`src/rtl/mncq_pkg.sv`:
```
package mncq_pkg;

   localparam int PITCH_COUNT    = 128;
   localparam int PITCH_BITS     = $clog2(PITCH_COUNT);
   localparam int NOTE_BITS      = 7;
   localparam int VEL_BITS       = 7;
   localparam int TICK_BITS      = 32;
   localparam int GRID_BITS      = 16;
   localparam int MIN_NOTE_TICKS = 60;
   localparam int STEP_BITS      = $clog2(TICK_BITS);
   localparam int ENTRY_BITS     = TICK_BITS + VEL_BITS;
   localparam int CSR_IDX_BITS   = 2;
   localparam int CSR_DATA_BITS  = GRID_BITS;

   localparam logic [TICK_BITS-1:0] TICK_MAX = '1;

   // event codes
   localparam logic [1:0] FUNC_NOTE_ON  = 2'd0;
   localparam logic [1:0] FUNC_NOTE_OFF = 2'd1;
   localparam logic [1:0] FUNC_START    = 2'd2;
   localparam logic [1:0] FUNC_STOP     = 2'd3;

   // register indexes
   localparam logic [CSR_IDX_BITS-1:0] CSR_QUANT_EN = 2'd0;
   localparam logic [CSR_IDX_BITS-1:0] CSR_GRID     = 2'd1;
   localparam logic [CSR_IDX_BITS-1:0] CSR_REPLACE  = 2'd2;

   typedef struct packed {
      logic load;
      logic start_rec;
      logic stop_rec;
      logic div_init;
      logic div_step;
      logic snap_load;
      logic entry_write;
      logic emit;
   } cmd_type;

   typedef struct packed {
      logic [1:0] func;
      logic       recording;
      logic       in_range;
      logic       hit;
      logic       out_busy;
   } status_type;

endpackage

```
`src/rtl/mncq_ctrl.sv`:
```
module mncq_ctrl
   import mncq_pkg::*;
(
   input  logic       clock,
   input  logic       reset,
   input  logic       in_valid,
   output logic       in_ready,
   input  status_type status,
   output cmd_type    cmd
);

   localparam logic [2:0] ST_IDLE   = 3'd0;
   localparam logic [2:0] ST_DECODE = 3'd1;
   localparam logic [2:0] ST_DIVIDE = 3'd2;
   localparam logic [2:0] ST_SNAP   = 3'd3;
   localparam logic [2:0] ST_WRITE  = 3'd4;
   localparam logic [2:0] ST_EMIT   = 3'd5;

   logic [2:0]           state_ff, state_in;
   logic [STEP_BITS-1:0] step_ff, step_in;

   assign in_ready = (state_ff == ST_IDLE);

   always_comb begin
      state_in = state_ff;
      step_in  = step_ff;
      cmd      = '0;
      case (state_ff)
         ST_IDLE: begin
            if (in_valid) begin
               cmd.load = 1'b1;
               state_in = ST_DECODE;
            end
         end
         ST_DECODE: begin
            if (status.func == FUNC_START) begin
               cmd.start_rec = 1'b1;
               state_in      = ST_IDLE;
            end else if (status.func == FUNC_STOP) begin
               cmd.stop_rec = 1'b1;
               state_in     = ST_IDLE;
            end else if (!status.recording || !status.in_range) begin
               state_in = ST_IDLE;
            end else if (status.func == FUNC_NOTE_OFF && !status.hit) begin
               state_in = ST_IDLE;
            end else begin
               cmd.div_init = 1'b1;
               step_in      = '0;
               state_in     = ST_DIVIDE;
            end
         end
         ST_DIVIDE: begin
            cmd.div_step = 1'b1;
            step_in      = step_ff + 1'b1;
            if (step_ff == STEP_BITS'(TICK_BITS - 1)) begin
               state_in = ST_SNAP;
            end
         end
         ST_SNAP: begin
            cmd.snap_load = 1'b1;
            state_in      = (status.func == FUNC_NOTE_ON) ? ST_WRITE : ST_EMIT;
         end
         ST_WRITE: begin
            cmd.entry_write = 1'b1;
            state_in        = ST_IDLE;
         end
         ST_EMIT: begin
            if (!status.out_busy) begin
               cmd.emit = 1'b1;
               state_in = ST_IDLE;
            end
         end
         default: begin
            state_in = ST_IDLE;
         end
      endcase
   end

   always_ff @(posedge clock) begin
      if (reset) begin
         state_ff <= ST_IDLE;
      end else begin
         state_ff <= state_in;
      end
      step_ff <= step_in;
   end

endmodule

```
`config.mk`:
```
export PLATFORM = sky130hd
export DESIGN_NAME = mncq_ctrl
export DESIGN_NICKNAME = d
export VERILOG_FILES = /design/src/rtl/mncq_pkg.sv /design/src/rtl/mncq_ctrl.sv
export SDC_FILE = /design/constraint.sdc
export NUM_CORES = 1
export LEC_CHECK = 0
export ABC_AREA = 1
export BUFFER_PORTS_ARGS = -buffer_cell sky130_fd_sc_hd__buf_2
export CAP_MARGIN = 20
export CORE_AREA = 2 2 39 41
export DETAILED_ROUTE_END_ITERATION = 16
export DIE_AREA = 0 0 41 43
export PLACE_DENSITY_LB_ADDON = 0.1
export SETUP_SLACK_MARGIN = 0.05
export SLEW_MARGIN = 15
export SYNTH_ARGS = -nofsm -noshare
export SYNTH_HDL_FRONTEND = slang
export SYNTH_SLANG_ARGS = --single-unit
```
`constraint.sdc`:
```
create_clock -name clock -period 2.96 [get_ports clock]
set_input_delay 0.148 -clock clock [delete_from_list [all_inputs] [get_ports clock]]
set_output_delay 0.148 -clock clock [all_outputs]
set_load 0.02 [all_outputs]
```
## Word level (Yosys, flattened, before mapping)

Index checks and enable logic that the tools add are counted.

| word-level totals | value |
|---|---|
| input port bits | 9 |
| register bits | 8 |

| cells by class | value |
|---|---|
| add/sub/neg operators | 1 |
| equal/unequal tests | 16 |
| reductions and logical operators | 10 |
| mux-type cells | 28 |

Operators by type and width:

| kind | number |
|---|---|
| 3-bit 2-to-1 mux | 7 |
| 5-bit 2-to-1 mux | 4 |
| 3-bit one-hot mux with 5 select lines | 1 |
| 2-bit != test, second input constant | 7 |
| 1-bit 2-to-1 mux | 13 |
| 5-bit one-hot mux with 2 select lines | 1 |
| 3-bit by 2-bit equality test with 1-bit output, second input constant | 2 |
| 3-bit equality test, second input constant | 2 |
| 5-bit by 1-bit adder with 5-bit output, second input constant | 1 |
| 5-bit equality test, second input constant | 1 |
| 5-bit AND reduction | 1 |
| 2-bit equality test, second input constant | 2 |
| 2-bit 2-to-1 mux | 2 |
| 3-bit by 1-bit equality test with 1-bit output, second input constant | 1 |
| 1-bit zero test | 3 |
| 3-bit zero test | 1 |
| 3-bit AND reduction | 1 |
| 2-bit by 1-bit equality test with 1-bit output, second input constant | 1 |
| 2-bit zero test | 1 |
| 2-bit nonzero test | 1 |
| 1-bit logical AND | 1 |
| 1-bit logical OR | 1 |

## Logic depth before layout (Yosys ltp)

| depth | value |
|---|---|
| word-level depth | 7 |
| mapped depth | 9 |
| gate-level depth less buffers | 9 |

## Worst setup path before layout

No wires, ideal clock.

| timing | value |
|---|---|
| path type | register -> register |
| start point | reg state_ff[0] |
| end point | reg step_ff[0], enable pin |
| arrival time | 988 ps |
| clock period less this slack | 1297 ps |
| buffers on the path | 0 |
| stages on the path, launching flop included | 7 |
| slack | 1663 ps |
| path through | dfxtp_1 > nand2_2 > nor2_2 > nand2_2 > nor2_4 > nor2_2 > inv_1 |

| between the ends | value |
|---|---|
| word-level cells in the longest chain between the ends | 3 |

RTL lines:

| what | line | RTL |
|---|---|---|
| start, declared | mncq_ctrl.sv:19 | `logic [2:0] state_ff, state_in;` |
| start signal, assigned | mncq_ctrl.sv:83 | `state_ff <= state_in;` |
| 3-bit by 1-bit equality test with 1-bit output / 3-bit by 2-bit equality test with 1-bit output (equally long branches) | mncq_ctrl.sv:28 | `case (state_ff)` |
| 2-bit != test (no source line) / 2-bit nonzero test (equally long branches) | - |  |
| 5-bit AND reduction (no source line) (*) | - |  |
| end signal, assigned | mncq_ctrl.sv:85 | `step_ff <= step_in;` |
| end, declared | mncq_ctrl.sv:20 | `logic [STEP_BITS-1:0] step_ff, step_in;` |

Mark *: on every way between the ends. The rest lies on a longest branch, timed or not.
A chain may end at the register's enable or synchronous reset.

==> summary.md <==
| Metric | Value |
|---|---|
| Final Cycle Share | 47.9% |
| Min-Delay Endpoint | state_ff[2] |
| Worst slew pin tran | a little over 200 ps |
| Multi-input gate area | 234 sq um |
| Final WL | a little under 1000 um |
| Hold_buf cts | 0 |
| Synth top cells by count | 12 x inv_1, 11 x nor2_1, 5 x edfxtp_1, 5 x nand2_1, 5 x nand3_1 |
| Synth Area in Simple Gates | about 40% |
| Die area | about 0.0018 sq mm |
| Yosys reg bits | 8 |
| Hold Crit Depth | 2 |
| Post-route design area | between 600 and 700 sq um |
| R2R Path End | step_ff[4] |
| GR Util All Layers | between 10% and 20% |
| RSZ-0062 raised after global routing | no |
| Reg-to-reg critical path startpoint | step_ff[0] |
| Synth top area share | 30.2% |
| Synth Net Count | 75 |
| CTS sink count | 8 |
| Antenna Cells | 0 |
| Final setup viols | 0 |
| Starting density of the core | ~36% |
| Per-cell routed wire length | 9.52 um |
| Antenna violations before repair | 0 |
| Site row count | 14 |
| NumNets Final | between 90 and 100 |
| Setup Slack @ Placement | 1600 ps |
| Compound-gate portion of the synthesized area | under 10% |
| Post-CTS Setup Repair Bufs | 0 |
| Seq/Total Area, Yosys | 42.3% |
| WHS | between 90 and 100 ps |
| Synthesized cell area | 497 sq um |
| Gate Count Post-Synth | 64 |
| CTS tree | done |
| CTS Buf Count | 3 |
| EDFF count, synth | 5 |
| Initial drt markers | 4 |
| Post-route ant nets | 0 |
| Worst Hold Class | in2reg |
| P_leak | roughly 0.32 nW |
| Power Density | 413 mW/mm^2 |
| Startpoint Class | flop |
| Vias in the first global route | 360 |
| Remaining DRCs | 0 |
| Die Wd | 41 um |
| Syn avg cell area | between 7 and 8 sq um |
| Hold Vio Cnt, Final | 0 |
| Max Root-Sink Buffers | 2 |
| Skew final | 8.47 ps |
| Worst R2R Setup Slack | 1580 ps |
| Sum of negative setup slack | 0 ps |
| CP Max Fanout | 6 |
| Via/cell ratio | 4.48 |
| Clock Latency Late Sink | about 260 ps |
| Util after Layout | a little under half |
| Largest cells by area after synthesis | edfxtp_1 30%, dfxtp_1 12%, inv_1 9.1% |
| Peak VDD IR | between 200 and 300 uV |
| Synth async-reset ratio | 0% |
| Total core area | around 0.0014 sq mm |
| Max Cap Viol | 0 |
| CP arrival | approximately 1300 ps |
| Worst slew margin | 86.5% |
| Fmax | between 700 and 800 MHz |
| CP Class | reg2out |
| Post-CTS Resized | 0 |
| Synth Area in Adders | between 5 and 6% |
| Die Span Y | between 40 and 50 um |
| Number of port buffers | 17 |
| FF-to-FF path depth | 6 |
| Library cells used by synthesis | 17 |
| # IOs | 18 |
| Placed standard-cell area | between 600 and 700 sq um |
| Final GP Congestion | 0.702 |
| Gr ovfl total | 0 |
| CP endpoint kind | output port |
| Fraction of layout cells with a size suffix above 1 | a little over a third |
| Final WS setup | 1540 ps |
| First-pass DRT Iterations | 4 |
| Max-slew violation count | 0 |
| H-tree depth | 1 |
| Xor and xnor fraction of the mapped netlist area | 0% |
| Synth-to-Final Area Change | 26.4% |
| First-pass GRT wire length | around 1500 um |
| Fill count | between 150 and 200 |
| Routed vias | about 450 |
| Most common cell in the netlist | inv_1 |
| CP required | about 2800 ps |
| Syn. warnings | 0 |
| CTS clock-pin slew for the worst setup and hold paths | roughly 50 ps |
| Status | finished, final reports clean |
| Mux cell area share after synthesis | 0% |
| Hold wc startpoint | reset |
| Ys flop type | edfxtp_1 |
| Largest net degree at the start of global routing | 7 |
| Root Buffer | clkbuf_4 |
| Biggest area consumer among synthesized cells | edfxtp_1 |
| Storage element area | 210 sq um |
| Hpwl dp | between 700 and 800 um |
| Min Tclk post-route | 1420 ps |
| Main combinational cell family by area after synthesis | simple AND/OR/NAND/NOR gates |
placed cells by master (no fill, tap or decap), drive strengths merged, types with 2 or more instances in the layout:
cell / synthesis / routed
nand3b: 2 / 2
a21oi: 2 / 2
nor2: 16 / 16
nor3: 4 / 4
dfxtp: 3 / 3
nand3: 5 / 5
ha: 2 / 2
nand2: 8 / 8
inv: 14 / 14
clkbuf: 0 / 4
buf: 0 / 17
edfxtp: 5 / 5
report_power, final:
| group | internal [mW] | switching (mW) |
|---|---|---|
| Sequential | 0.121 | 0.00336 |
| Clock | 0.0517 | 0.0394 |
| Combinational | 0.0162 | 0.0278 |
| Total | 0.189 | 0.0705 |
critical path: stages (launching register included):
cell,delay [ps]
dfxtp_1,420
nand2_2,100
nor2_2,120
inv_1,70
nor3_1,130
buf_2,190
final cells by class:
| type | instances | area share [%] |
|---|---|---|
| inverter | 14 | 8.37 |
| sequential | 8 | 33.5 |
| timing repair buffer | 17 | 13.5 |
| clock buffer | 4 | 4.18 |
| multi-input combinational | 42 | 37.3 |
| tap | 16 | 3.19 |
sequential cells by signal, summed over array words and instances (netlist names):
register / flops
state_ff: 3
step_ff: 5
worst max path at each step:
| stage | slack (ps) | end | startpoint |
|---|---|---|---|
| floorplan | 1660 | step_ff[0] | state_ff[0] |
| global placement | 1600 | step_ff[4] | step_ff[0] |
| detailed placement | 1600 | step_ff[4] | step_ff[0] |
| CTS | 1530 | cmd[6] | state_ff[0] |
| global route | 1410 | cmd[6] | state_ff[0] |
| finish | 1540 | cmd[6] | state_ff[0] |
metal layers:
| layer | track usage [%] | wire, um | vias to the layer above |
|---|---|---|---|
| met5 | 0 | 0 | - |
| met4 | 14.0 | 31 | 0 |
| met3 | 1.57 | 53 | 4 |
| met2 | 16.3 | 418 | 12 |
| met1 | 17.8 | 458 | 189 |
| li1 | - | - | 247 |
metrics by stage:
stage	std cells	power, mW
after global routing	101	0.276
after floorplan	64	0.156
after detailed placement	97	0.171
after CTS	101	0.266
final	101	0.260
after global placement	97	0.171
logic make-up (layout without fill, tap and decap cells):
| logic type | after synthesis | after routing |
|---|---|---|
| AOI/OAI and AO/OA | 3 | 3 |
| DFF | 8 | 8 |
| and+or+nand+nor | 37 | 37 |
| adders and majority gates | 2 | 2 |
| buffers and inverters | 14 | 35 |
Note: power is estimated with default switching activity, not from simulation.
